[src/rtl/assert_macros.svh]
// assertion helpers used by the filter top level
`ifndef ASSERT_MACROS_SVH
`define ASSERT_MACROS_SVH

// property must hold at every clock edge outside reset
`define ASSERT_AT(label, clk, rst_n, prop, msg) \
    label: assert property (@(posedge clk) disable iff (!rst_n) prop) else $error(msg);

// condition must never be seen at a clock edge outside reset
`define ASSERT_NEVER(label, clk, rst_n, expr, msg) \
    label: assert property (@(posedge clk) disable iff (!rst_n) !(expr)) else $error(msg);

`endif

[src/rtl/iirtdf2_pkg.sv]
package iirtdf2_pkg;

    // defaults for the top level parameters
    localparam int DEF_MAX_ORDER      = 4;
    localparam int DEF_COEF_FRAC_BITS = 20;
    localparam int DEF_SAMPLE_WIDTH   = 16;

    // fixed widths
    localparam int COEF_WIDTH     = 24;
    localparam int SUM_WIDTH      = 48;
    localparam int ORDER_WIDTH    = 3;
    localparam int CFG_DATA_WIDTH = 2 * COEF_WIDTH;
    localparam int MIN_ORDER      = 2;

    // register indexes
    localparam int CFG_FILTER_ORDER = 0;
    localparam int CFG_LEAD_COEF    = 1;
    localparam int CFG_PAIR_BASE    = 2;

    // microcode
    localparam int PC_WIDTH = 3;

    typedef enum logic [1:0] {
        MUL_NONE,
        MUL_B0X,
        MUL_BK_X,
        MUL_AK_Y
    } mul_sel_t;

    typedef enum logic [1:0] {
        ACC_HOLD,
        ACC_FIRST,
        ACC_UPPER,
        ACC_SUB
    } acc_op_t;

    typedef enum logic [1:0] {
        JMP_NEXT,
        JMP_LOOP,
        JMP_DONE
    } jump_t;

    typedef struct packed {
        mul_sel_t              mul;
        logic                  next_pair;
        acc_op_t               acc;
        logic                  wr_y;
        logic                  wr_s;
        jump_t                 jmp;
        logic [PC_WIDTH-1:0]   target;
    } uword_t;

    localparam logic [PC_WIDTH-1:0] STEP_B0X   = 3'd0;
    localparam logic [PC_WIDTH-1:0] STEP_FIRST = 3'd1;
    localparam logic [PC_WIDTH-1:0] STEP_ROUND = 3'd2;
    localparam logic [PC_WIDTH-1:0] STEP_UPPER = 3'd3;
    localparam logic [PC_WIDTH-1:0] STEP_SUB   = 3'd4;
    localparam logic [PC_WIDTH-1:0] STEP_STORE = 3'd5;
    localparam logic [PC_WIDTH-1:0] STEP_DONE  = 3'd6;

    // control program: one word per step
    function automatic uword_t ucode(input logic [PC_WIDTH-1:0] pc);
        uword_t w;
        w.mul       = MUL_NONE;
        w.next_pair = 1'b0;
        w.acc       = ACC_HOLD;
        w.wr_y      = 1'b0;
        w.wr_s      = 1'b0;
        w.jmp       = JMP_NEXT;
        w.target    = STEP_B0X;
        case (pc)
            STEP_B0X: begin
                w.mul = MUL_B0X;
            end
            STEP_FIRST: begin
                w.mul = MUL_BK_X;
                w.acc = ACC_FIRST;
            end
            STEP_ROUND: begin
                w.wr_y = 1'b1;
            end
            STEP_UPPER: begin
                w.mul = MUL_AK_Y;
                w.acc = ACC_UPPER;
            end
            STEP_SUB: begin
                w.mul       = MUL_BK_X;
                w.next_pair = 1'b1;
                w.acc       = ACC_SUB;
            end
            STEP_STORE: begin
                w.wr_s   = 1'b1;
                w.jmp    = JMP_LOOP;
                w.target = STEP_UPPER;
            end
            default: begin
                w.jmp = JMP_DONE;
            end
        endcase
        return w;
    endfunction

endpackage

[src/rtl/iir_transposed_df2_filter_top.sv]
// IIR filter of order 2 to MAX_ORDER (register filter_order, clamped into range) in transposed
// direct form II with the leading reverse coefficient fixed at 1. Each request on the
// s_ side carries one signed sample x; each request on the m_ side carries
// y = round_half_up((s0 + b0*x) / 2^COEF_FRAC_BITS), saturated to SAMPLE_WIDTH bits, with
// m_tuser high when it was clipped. The clipped y is fed back: the delay sums update as
// s(k-1) = s(k) + bk*x - ak*y, each saturated to 48 bits, and sums above the order are
// zeroed, so raising the order starts the new sums from zero. Coefficients are Q3.20
// (24 bits); pair register k holds bk in bits 47..24 and ak in bits 23..0. Delay sums are
// cleared by reset. One 24 x SAMPLE_WIDTH multiplier is shared by all products and driven
// by a small microcode program: three setup steps, three steps per delay sum and one
// output step. A new sample is taken in the same cycle the previous result moves into
// the output register, and the output register lets the next sample run while the result
// waits for m_tready. Configuration writes are taken at any time and should only be issued
// while no sample is in flight.
`include "assert_macros.svh"

module iir_transposed_df2_filter_top #(
    parameter int MAX_ORDER      = iirtdf2_pkg::DEF_MAX_ORDER,
    parameter int COEF_FRAC_BITS = iirtdf2_pkg::DEF_COEF_FRAC_BITS,
    parameter int SAMPLE_WIDTH   = iirtdf2_pkg::DEF_SAMPLE_WIDTH,
    localparam int TDATA_WIDTH     = ((SAMPLE_WIDTH + 7) / 8) * 8,
    localparam int CFG_INDEX_WIDTH = $clog2(MAX_ORDER + iirtdf2_pkg::CFG_PAIR_BASE)
) (
    input  logic                                  aclk,
    input  logic                                  aresetn,
    // input samples
    input  logic                                  s_tvalid,
    output logic                                  s_tready,
    input  logic [TDATA_WIDTH-1:0]                s_tdata,   // sample
    // filtered samples
    output logic                                  m_tvalid,
    input  logic                                  m_tready,
    output logic [TDATA_WIDTH-1:0]                m_tdata,   // filtered_sample
    output logic                                  m_tuser,   // saturated
    // register writes
    input  logic                                  cfg_valid,
    output logic                                  cfg_ready,
    input  logic [CFG_INDEX_WIDTH-1:0]            cfg_index,
    input  logic [iirtdf2_pkg::CFG_DATA_WIDTH-1:0] cfg_data
);

    localparam int CW     = iirtdf2_pkg::COEF_WIDTH;
    localparam int SW     = iirtdf2_pkg::SUM_WIDTH;
    localparam int NW     = $clog2(MAX_ORDER + 1);   // holds an order
    localparam int PW     = $clog2(MAX_ORDER);       // indexes a pair
    localparam int PROD_W = CW + SAMPLE_WIDTH;
    localparam int ACC_W  = SW + 2;                  // three terms of at most 48 bits

    localparam logic [ACC_W-1:0] ACC_RND =
        {{(ACC_W - 1){1'b0}}, 1'b1} << (COEF_FRAC_BITS - 1);
    localparam logic signed [ACC_W-1:0] Y_MAX =
        ACC_W'((64'sd1 <<< (SAMPLE_WIDTH - 1)) - 64'sd1);
    localparam logic signed [ACC_W-1:0] Y_MIN   = ~Y_MAX;
    localparam logic signed [ACC_W-1:0] SUM_MAX = ACC_W'((64'sd1 <<< (SW - 1)) - 64'sd1);
    localparam logic signed [ACC_W-1:0] SUM_MIN = ~SUM_MAX;
    localparam logic signed [SAMPLE_WIDTH-1:0] Y_MAX_S = Y_MAX[SAMPLE_WIDTH-1:0];
    localparam logic signed [SAMPLE_WIDTH-1:0] Y_MIN_S = Y_MIN[SAMPLE_WIDTH-1:0];
    localparam logic [CW-1:0] B0_RESET = CW'(64'sd1 <<< COEF_FRAC_BITS);

    // sequencer control
    logic                                 busy_reg, busy_next;
    logic [iirtdf2_pkg::PC_WIDTH-1:0]     pc_reg, pc_next;
    logic [NW-1:0]                        ptr_reg, ptr_next;
    iirtdf2_pkg::uword_t                  uw;

    // datapath
    logic signed [SAMPLE_WIDTH-1:0]       x_reg, x_next;
    logic signed [PROD_W-1:0]             prod_reg, prod_next;
    logic signed [ACC_W-1:0]              acc_reg, acc_next;
    logic signed [SAMPLE_WIDTH-1:0]       y_reg, y_next;
    logic                                 sat_reg, sat_next;
    logic signed [SW-1:0]                 sum_reg [MAX_ORDER];
    logic signed [SW-1:0]                 sum_next [MAX_ORDER];

    // output register
    logic                                 m_tvalid_reg, m_tvalid_next;
    logic signed [SAMPLE_WIDTH-1:0]       m_data_reg, m_data_next;
    logic                                 m_tuser_reg, m_tuser_next;

    // configuration
    logic [iirtdf2_pkg::ORDER_WIDTH-1:0]  order_reg, order_next;
    logic signed [CW-1:0]                 b0_reg, b0_next;
    logic signed [CW-1:0]                 b_reg [MAX_ORDER];
    logic signed [CW-1:0]                 b_next [MAX_ORDER];
    logic signed [CW-1:0]                 a_reg [MAX_ORDER];
    logic signed [CW-1:0]                 a_next [MAX_ORDER];

    logic [NW-1:0]                        n_cur;
    logic [NW-1:0]                        ptr_inc;
    logic                                 more_pairs;
    logic [PW-1:0]                        mul_pair;
    logic signed [CW-1:0]                 coef_sel;
    logic signed [SAMPLE_WIDTH-1:0]       opnd_sel;
    logic signed [SW-1:0]                 upper_sum;
    logic signed [ACC_W-1:0]              y_wide;
    logic signed [ACC_W-1:0]              acc_sat;
    logic                                 out_free;
    logic                                 finishing;
    logic [PW-1:0]                        cfg_pair;

    // order clamped into the supported range
    always_comb begin
        if (int'(order_reg) < iirtdf2_pkg::MIN_ORDER) begin
            n_cur = NW'(iirtdf2_pkg::MIN_ORDER);
        end else if (int'(order_reg) > MAX_ORDER) begin
            n_cur = NW'(MAX_ORDER);
        end else begin
            n_cur = NW'(order_reg);
        end
    end

    assign uw         = iirtdf2_pkg::ucode(pc_reg);
    assign ptr_inc    = ptr_reg + NW'(1);
    assign more_pairs = ptr_inc < n_cur;
    assign cfg_pair   = PW'(int'(cfg_index) - iirtdf2_pkg::CFG_PAIR_BASE);
    assign cfg_ready  = 1'b1;

    // top delay sum of the order reads as zero
    assign upper_sum = more_pairs ? sum_reg[ptr_inc[PW-1:0]] : '0;

    // shared multiplier operands
    assign mul_pair = uw.next_pair ? ptr_inc[PW-1:0] : ptr_reg[PW-1:0];
    always_comb begin
        case (uw.mul)
            iirtdf2_pkg::MUL_B0X: begin
                coef_sel = b0_reg;
                opnd_sel = x_reg;
            end
            iirtdf2_pkg::MUL_BK_X: begin
                // look-ahead past the last pair gives a product nobody uses
                coef_sel = (uw.next_pair && !more_pairs) ? '0 : b_reg[mul_pair];
                opnd_sel = x_reg;
            end
            iirtdf2_pkg::MUL_AK_Y: begin
                coef_sel = a_reg[ptr_reg[PW-1:0]];
                opnd_sel = y_reg;
            end
            default: begin
                coef_sel = '0;
                opnd_sel = '0;
            end
        endcase
    end

    // rounded output before clipping, and delay sum clipping
    assign y_wide  = acc_reg >>> COEF_FRAC_BITS;
    assign acc_sat = (acc_reg > SUM_MAX) ? SUM_MAX : ((acc_reg < SUM_MIN) ? SUM_MIN : acc_reg);

    assign out_free  = !m_tvalid_reg || m_tready;
    assign finishing = busy_reg && (uw.jmp == iirtdf2_pkg::JMP_DONE) && out_free;
    assign s_tready  = !busy_reg || finishing;

    always_comb begin
        busy_next     = busy_reg;
        pc_next       = pc_reg;
        ptr_next      = ptr_reg;
        x_next        = x_reg;
        prod_next     = prod_reg;
        acc_next      = acc_reg;
        y_next        = y_reg;
        sat_next      = sat_reg;
        sum_next      = sum_reg;
        m_tvalid_next = m_tvalid_reg;
        m_data_next   = m_data_reg;
        m_tuser_next  = m_tuser_reg;
        order_next    = order_reg;
        b0_next       = b0_reg;
        b_next        = b_reg;
        a_next        = a_reg;

        if (m_tvalid_reg && m_tready) begin
            m_tvalid_next = 1'b0;
        end

        if (busy_reg) begin
            if (uw.mul != iirtdf2_pkg::MUL_NONE) begin
                prod_next = PROD_W'(coef_sel * opnd_sel);
            end

            case (uw.acc)
                iirtdf2_pkg::ACC_FIRST: begin
                    acc_next = ACC_W'(sum_reg[0]) + ACC_W'(prod_reg) + ACC_RND;
                end
                iirtdf2_pkg::ACC_UPPER: begin
                    acc_next = ACC_W'(upper_sum) + ACC_W'(prod_reg);
                end
                iirtdf2_pkg::ACC_SUB: begin
                    acc_next = acc_reg - ACC_W'(prod_reg);
                end
                default: begin
                    acc_next = acc_reg;
                end
            endcase

            if (uw.wr_y) begin
                if (y_wide > Y_MAX) begin
                    y_next   = Y_MAX_S;
                    sat_next = 1'b1;
                end else if (y_wide < Y_MIN) begin
                    y_next   = Y_MIN_S;
                    sat_next = 1'b1;
                end else begin
                    y_next   = y_wide[SAMPLE_WIDTH-1:0];
                    sat_next = 1'b0;
                end
            end

            if (uw.wr_s) begin
                sum_next[ptr_reg[PW-1:0]] = acc_sat[SW-1:0];
            end

            case (uw.jmp)
                iirtdf2_pkg::JMP_LOOP: begin
                    if (more_pairs) begin
                        ptr_next = ptr_inc;
                        pc_next  = uw.target;
                    end else begin
                        pc_next = pc_reg + iirtdf2_pkg::PC_WIDTH'(1);
                    end
                end
                iirtdf2_pkg::JMP_DONE: begin
                    if (out_free) begin
                        busy_next     = 1'b0;
                        m_tvalid_next = 1'b1;
                        m_data_next   = y_reg;
                        m_tuser_next  = sat_reg;
                        for (int i = 0; i < MAX_ORDER; i++) begin
                            if (i >= int'(n_cur)) begin
                                sum_next[i] = '0;
                            end
                        end
                    end
                end
                default: begin
                    pc_next = pc_reg + iirtdf2_pkg::PC_WIDTH'(1);
                end
            endcase
        end

        // new sample, possibly in the same cycle the previous one finishes
        if (s_tvalid && s_tready) begin
            busy_next = 1'b1;
            pc_next   = iirtdf2_pkg::STEP_B0X;
            ptr_next  = '0;
            x_next    = s_tdata[SAMPLE_WIDTH-1:0];
        end

        if (cfg_valid && cfg_ready) begin
            if (int'(cfg_index) == iirtdf2_pkg::CFG_FILTER_ORDER) begin
                order_next = cfg_data[iirtdf2_pkg::ORDER_WIDTH-1:0];
            end else if (int'(cfg_index) == iirtdf2_pkg::CFG_LEAD_COEF) begin
                b0_next = cfg_data[CW-1:0];
            end else if (int'(cfg_index) >= iirtdf2_pkg::CFG_PAIR_BASE &&
                         int'(cfg_index) < iirtdf2_pkg::CFG_PAIR_BASE + MAX_ORDER) begin
                b_next[cfg_pair] = cfg_data[2*CW-1:CW];
                a_next[cfg_pair] = cfg_data[CW-1:0];
            end
        end
    end

    always_ff @(posedge aclk) begin
        if (!aresetn) begin
            busy_reg     <= 1'b0;
            pc_reg       <= iirtdf2_pkg::STEP_B0X;
            ptr_reg      <= '0;
            m_tvalid_reg <= 1'b0;
            order_reg    <= iirtdf2_pkg::ORDER_WIDTH'(iirtdf2_pkg::MIN_ORDER);
            b0_reg       <= B0_RESET;
            for (int i = 0; i < MAX_ORDER; i++) begin
                sum_reg[i] <= '0;
                b_reg[i]   <= '0;
                a_reg[i]   <= '0;
            end
        end else begin
            busy_reg     <= busy_next;
            pc_reg       <= pc_next;
            ptr_reg      <= ptr_next;
            m_tvalid_reg <= m_tvalid_next;
            order_reg    <= order_next;
            b0_reg       <= b0_next;
            sum_reg      <= sum_next;
            b_reg        <= b_next;
            a_reg        <= a_next;
        end
    end

    always_ff @(posedge aclk) begin
        x_reg       <= x_next;
        prod_reg    <= prod_next;
        acc_reg     <= acc_next;
        y_reg       <= y_next;
        sat_reg     <= sat_next;
        m_data_reg  <= m_data_next;
        m_tuser_reg <= m_tuser_next;
    end

    assign m_tvalid = m_tvalid_reg;
    assign m_tuser  = m_tuser_reg;
    always_comb begin
        m_tdata                 = '0;
        m_tdata[SAMPLE_WIDTH-1:0] = m_data_reg;
    end

    `ASSERT_NEVER(a_ptr_in_range, aclk, aresetn, busy_reg && ptr_reg >= n_cur, "pair pointer beyond filter order")
    `ASSERT_AT(a_accept_starts, aclk, aresetn, s_tvalid && s_tready |=> busy_reg && pc_reg == iirtdf2_pkg::STEP_B0X, "accepted sample did not start the program")
    `ASSERT_AT(a_sat_at_limit, aclk, aresetn, m_tvalid_reg && m_tuser_reg |-> m_data_reg == Y_MAX_S || m_data_reg == Y_MIN_S, "saturation flag without clipped value")
    `ASSERT_AT(a_result_from_program, aclk, aresetn, $rose(m_tvalid_reg) |-> $past(finishing), "result appeared without a finished program")

endmodule

[config.mk]
export PLATFORM = sky130hd
export DESIGN_NAME = iir_transposed_df2_filter_top
export DESIGN_NICKNAME = d
export VERILOG_FILES = /design/src/rtl/iirtdf2_pkg.sv /design/src/rtl/iir_transposed_df2_filter_top.sv
export VERILOG_INCLUDE_DIRS = /design/src /design/src/rtl
export SDC_FILE = /design/constraint.sdc
export NUM_CORES = 2
export LEC_CHECK = 0
export ABC_AREA = 1
export BUFFER_PORTS_ARGS = -buffer_cell sky130_fd_sc_hd__buf_2
export CORE_MARGIN = 2
export CORE_UTILIZATION = 55
export DETAILED_ROUTE_END_ITERATION = 6
export PLACE_DENSITY_LB_ADDON = 0.3
export SYNTH_ARGS = -nofsm -noshare
export SYNTH_HDL_FRONTEND = slang
export SYNTH_SLANG_ARGS = --single-unit
[constraint.sdc]
create_clock -name aclk -period 9.23 [get_ports aclk]
set_input_delay 0 -clock aclk [delete_from_list [all_inputs] [get_ports aclk]]
set_output_delay 0 -clock aclk [all_outputs]
set_load 0.02 [all_outputs]
# After elaboration in Yosys (flattened, before gate mapping)
# Index checks and enable logic that the tools add are counted.
# word_totals
register_bits,559
latchBits,0
mem_bits_rw,0
romBits,0
input_bits,72
output_inout_bits,20
mem_count,0
# op_classes
n_addsub,7
n_mul,1
n_div,0
n_lt_le_gt_ge,19
n_eq_ne,14
n_shift,0
muxes,52
bitwise_logic,8
n_reduce_logical,30
# op_table
op,count
$mux W192,3
$mux W48,10
$bwmux W192,1
$bwmux W96,2
$pmux W50 S3,1
$mux W24,6
$add A48 B40 Y49,2
$bmux W24 S2,2
$bmux W48 S2,1
$demux W48 S2,1
$pmux W24 S3,1
$add A49 B21 Y50 const B,1
$gt A50 B48 Y1 const B,1
$lt A50 B48 Y1 const B,1
$sub A50 B40 Y50,1
$demux W24 S2,1
$mul A24 B16 Y40,1
$pmux W16 S2,1
$gt A30 B16 Y1 const B,1
$lt A30 B16 Y1 const B,1
$mux W16,1
$ge A3 B3 Y1 const B,4
$mux W1,12
$not A2 Y3,4
32 further kinds,71

# Logic depth before layout (Yosys ltp)
# depth
ltp_word,10
depth_mapped,38
mapped_depth_nobuf,36

# Worst setup path before layout
# OpenSTA, ideal clock, no wires.
# synth_path
path_kind,reg2reg
from,reg pc_reg[0] (netlist name)
to,reg prod_reg[33] (data pin)
setup_time_ns,0.259
arrival_time_ns,7.377
setup_slack_ns,1.594
path_stages_with_launch,35
n_path_buf,3
period_less_slack_ns,7.636
cell_sequence,dfxtp_1 inv_1 ha_1 nand2_2 inv_2 a21oi_1 inv_1 o21ai_0 inv_1 ha_1 clkbuf_1 buf_2 nand2_1 a21oi_1 clkbuf_1 nand2_1 fa_1 inv_1 fa_1 inv_1 fa_1 inv_1 fa_1 fa_1 inv_1 fa_1 inv_1 ha_1 a21oi_1 o21a_1 o21ai_0 or2_2 nand3_1 nand2_1 xor2_1
# synth_between
elab_chain_len,10
word_cells_on_any_way,21
cone_classes,mul: 1; eq/ne: 6; mux: 9; bitwise: 1; reduce/logical: 4
# synth_rtl
element,line_no,rtl
start: declaration,iir_transposed_df2_filter_top.sv:62,"logic [iirtdf2_pkg::PC_WIDTH-1:0] pc_reg, pc_next;"
start signal: assignment,iir_transposed_df2_filter_top.sv:264,pc_reg <= iirtdf2_pkg::STEP_B0X;
start signal: assignment,iir_transposed_df2_filter_top.sv:276,pc_reg <= pc_next;
$eq A3 B3 Y1,iirtdf2_pkg.sv:71,case (pc)
$mux W1,iirtdf2_pkg.sv:71,
$mux W2,iir_transposed_df2_filter_top.sv:122,assign mul_pair = uw.next_pair ? ptr_inc[PW-1:0] : ptr_reg[PW-1:0];
$not A2 Y3 (not written as such),iir_transposed_df2_filter_top.sv:131,coef_sel = (uw.next_pair && !more_pairs) ? '0 : b_reg[mul_pair];
$bmux W24 S2,iir_transposed_df2_filter_top.sv:131,
$mux W24 (not written as such) (2 in series),iir_transposed_df2_filter_top.sv:131,
$mux W24,iir_transposed_df2_filter_top.sv:131,
$pmux W24 S3,iir_transposed_df2_filter_top.sv:124,case (uw.mul)
$mul A24 B16 Y40 (*),iir_transposed_df2_filter_top.sv:177,prod_next = PROD_W'(coef_sel * opnd_sel);
end signal: assignment,iir_transposed_df2_filter_top.sv:289,prod_reg <= prod_next;
end: declaration,iir_transposed_df2_filter_top.sv:68,"logic signed [PROD_W-1:0] prod_reg, prod_next;"
# Mark *: on every way between the ends. The rest lies on a longest branch, timed or not. The select of a mux whose other input is x is not followed.
# A chain may end at the register's enable or synchronous reset.

# Worst setup path after layout
# layout_path
from,reg pc_reg[0] (netlist name)
to,reg prod_reg[32] (data pin)
# Same word-level chain as after synthesis.

==> flow_summary.toml <==
[status]
outcome = "finished, final reports clean"

[floorplan]
die-area_um2 = 98000
core-area_um2 = 94900
start_util = 0.554
die_h_um = 313
ios = 92
die_w_um = 313
rows = 113

[layout]
layout.area.seq_um2 = 12600
fin_util = 0.602
area_growth_pct = 8.71
fin_nets = 8575
layout_common_cells = "nand2_1, inv_1, nor2_1"
largest_reg_flops = 192
multiInputGateArea_um2 = 33700
fillCellCount = 9013
drive_above_1_share = 0.0578
final_common_cell = "nand2_1"

[route]
dr_wl_met2_um = 95500
routedWlPerCell_um = 23.3
drt-met1-wl_um = 80200
drcViolationCount = 0
top_layer = "met5"
dr_wl_met3_um = 19600
vias = 52900
first_iter_violations = 5786
postRouteAntennaNets = 0
wirelength_um = 213000
avgViaCountPerCell = 5.78
dr.pass1.iters = 7

[global_routing]
antenna_found_initial = 13
grt_pass1_wl_um = 316000
grt.total_usage = 0.430
grt_pass1_vias = 50100
grt_max_degree = 167
grt_overflow = 0

[timing]
slew_headroom = 0.120
setup_violations = 0
finalCritPeriodShare = 0.951
finalCriticalPeriod_ns = 8.78
worst_slew_pin_slew_ns = 1.32
finalSetupTns_ns = 0
fmax_mhz = 114
finalHoldViolCount = 0
drv_slew = 0
rsz0062_at_grt = "false"
clock_skew_ns = 0.0331

[cts]
cts_setup_buffers = 0
path_clk_slew_ns = 0.06
cts_root_buf = "clkbuf_16"
cts_max_level = 3
cts.sinks = 559
clk_latency_ns = 0.67
cts_buffer_depth = 3
cts_buffers = 67
cts_tree = "yes"

[placed_design]
numPortBuffers = 90
hpwl_um = 164000
gp_congestion = 1.07

[yosys]
ys_seq_area_frac = 0.240
synth_seq_cells = 559
synthArstFlopShare = 0
synthFlopType = "dfxtp_1"
syn-num-nets = 8553
synth_area_um2 = 52500
synth_area_per_cell_um2 = 6.73
netlist_instances = 7799
synth_edf_count = 140
yosysWarningCount = 0
ys_types = 49

[hold_path]
hp-class = "in -> reg"

[worst_setup_path]
endpoint_kind = "register"
worstPathRequired_ns = 9.65
arrival_ns = 9.20
path_max_fanout = 19
crit_slowest_cell = "ha_2"
crit_type = "reg -> reg"
max_stage_delay_ns = 0.60
cp-start-kind = "register"

[pwr]
peakVddDrop_mv = 0.155
cellPowerDensity_nw_per_um2 = 188
p_leak_nw = 27.6

[job]
maxCapViolCount = 0
-- layout make-up --
cell class              instances  area share
diodes                          9    0.000394
clock buffers                  89      0.0321
clock inverters                31     0.00758
inverters                    1350      0.0889
multi-input cells            5597       0.591
flip-flops and latches        559       0.221
well taps                    1265      0.0277
repair buffers                246      0.0321
-- path summary, 6_finish.rpt --
check                                end  cells after the start  slack [ns]                    from
hold / removal        x_reg[1]$_DFFE_PP_                      2        0.04              s_tdata[1]
hold reg to reg   a_reg[74]$_SDFFE_PN0P_                      2        0.45  a_reg[74]$_SDFFE_PN0P_
setup reg to reg  prod_reg[32]$_DFFE_PP_                     30        0.45  pc_reg[0]$_SDFFE_PP0P_
setup / recovery  prod_reg[32]$_DFFE_PP_                     30        0.45  pc_reg[0]$_SDFFE_PP0P_
-- through the flow --
step / instances / cell area [µm²] / hold WS, ns / setup WS, ns / power [mW]
2_1_floorplan: 7799 / 52500 / 0.0989 / 1.59 / 6.13
3_3_place_gp: 8944 / 54100 / 0.179 / 0.476 / 7.72
3_5_place_dp: 8944 / 54100 / 0.178 / 0.341 / 7.78
4_1_cts: 9137 / 57100 / 0.0193 / 0.331 / 10.6
5_1_grt: 9145 / 57100 / 0.0401 / 0.0805 / 11.3
6_report: 9146 / 57100 / 0.0386 / 0.452 / 10.7
-- power by group --
group	internal, mW	switching (mW)
logic	1.55	3.29
registers	2.73	0.317
clock network	1.62	1.21
-- synthesized netlist by cell type (33+ instances only) --
master    count  share of area
buf_2        47         0.0045
dfxtp_1     419           0.16
ha_1        304          0.072
a221oi_1     45         0.0075
clkbuf_1    205          0.015
nand4_1      61         0.0073
edfxtp_1    140          0.080
xor2_1       33         0.0055
inv_1      1343          0.096
fa_1        378           0.14
nor2_2       71         0.0085
a21oi_1     537          0.051
o21ai_0     481          0.046
nor3_1       43         0.0041
nor2_1      855          0.061
o211ai_1     95          0.014
nand2_1    2135           0.15
nand3_1     346          0.033
-- timing repair --
action,CTS,global route
setup endpoints to repair,0,7
hold buffers,73,0
gates resized for setup,0,2
hold endpoints to repair,237,0
-- layer usage --
| layer | track usage | up-vias |
|---|---|---|
| met2 | 0.690 | 2856 |
| met3 | 0.0810 | 681 |
| met5 | 0 | - |
| met1 | 0.526 | 24800 |
| li1 | - | 24500 |
| met4 | 0.297 | 8 |
-- worst max-delay path, delay by kind of cell, from the launching register on --
kind	cells	cell delay, ns
buf+inv	8	1.00
fa+ha+maj	9	4.50
simple gates	6	1.10
compound gates	6	1.28
xor+xnor	1	0.14
flops	1	0.50
-- logic make-up (layout without fill, tap and decap cells) --
kind of cell | count (synthesis) | after routing | synth area share
AND/OR/NAND/NOR | 3614 | 3614 | 0.283
buffers and inverters | 1643 | 1716 | 0.120
AO/OA/AOI/OAI | 1249 | 1249 | 0.132
adder cells (fa/ha/maj) | 682 | 682 | 0.217
flip-flops | 559 | 559 | 0.240
XOR/XNOR | 51 | 51 | 0.00851
other | 1 | 10 | 0.0000714
Power figures use the tool's default switching activity.
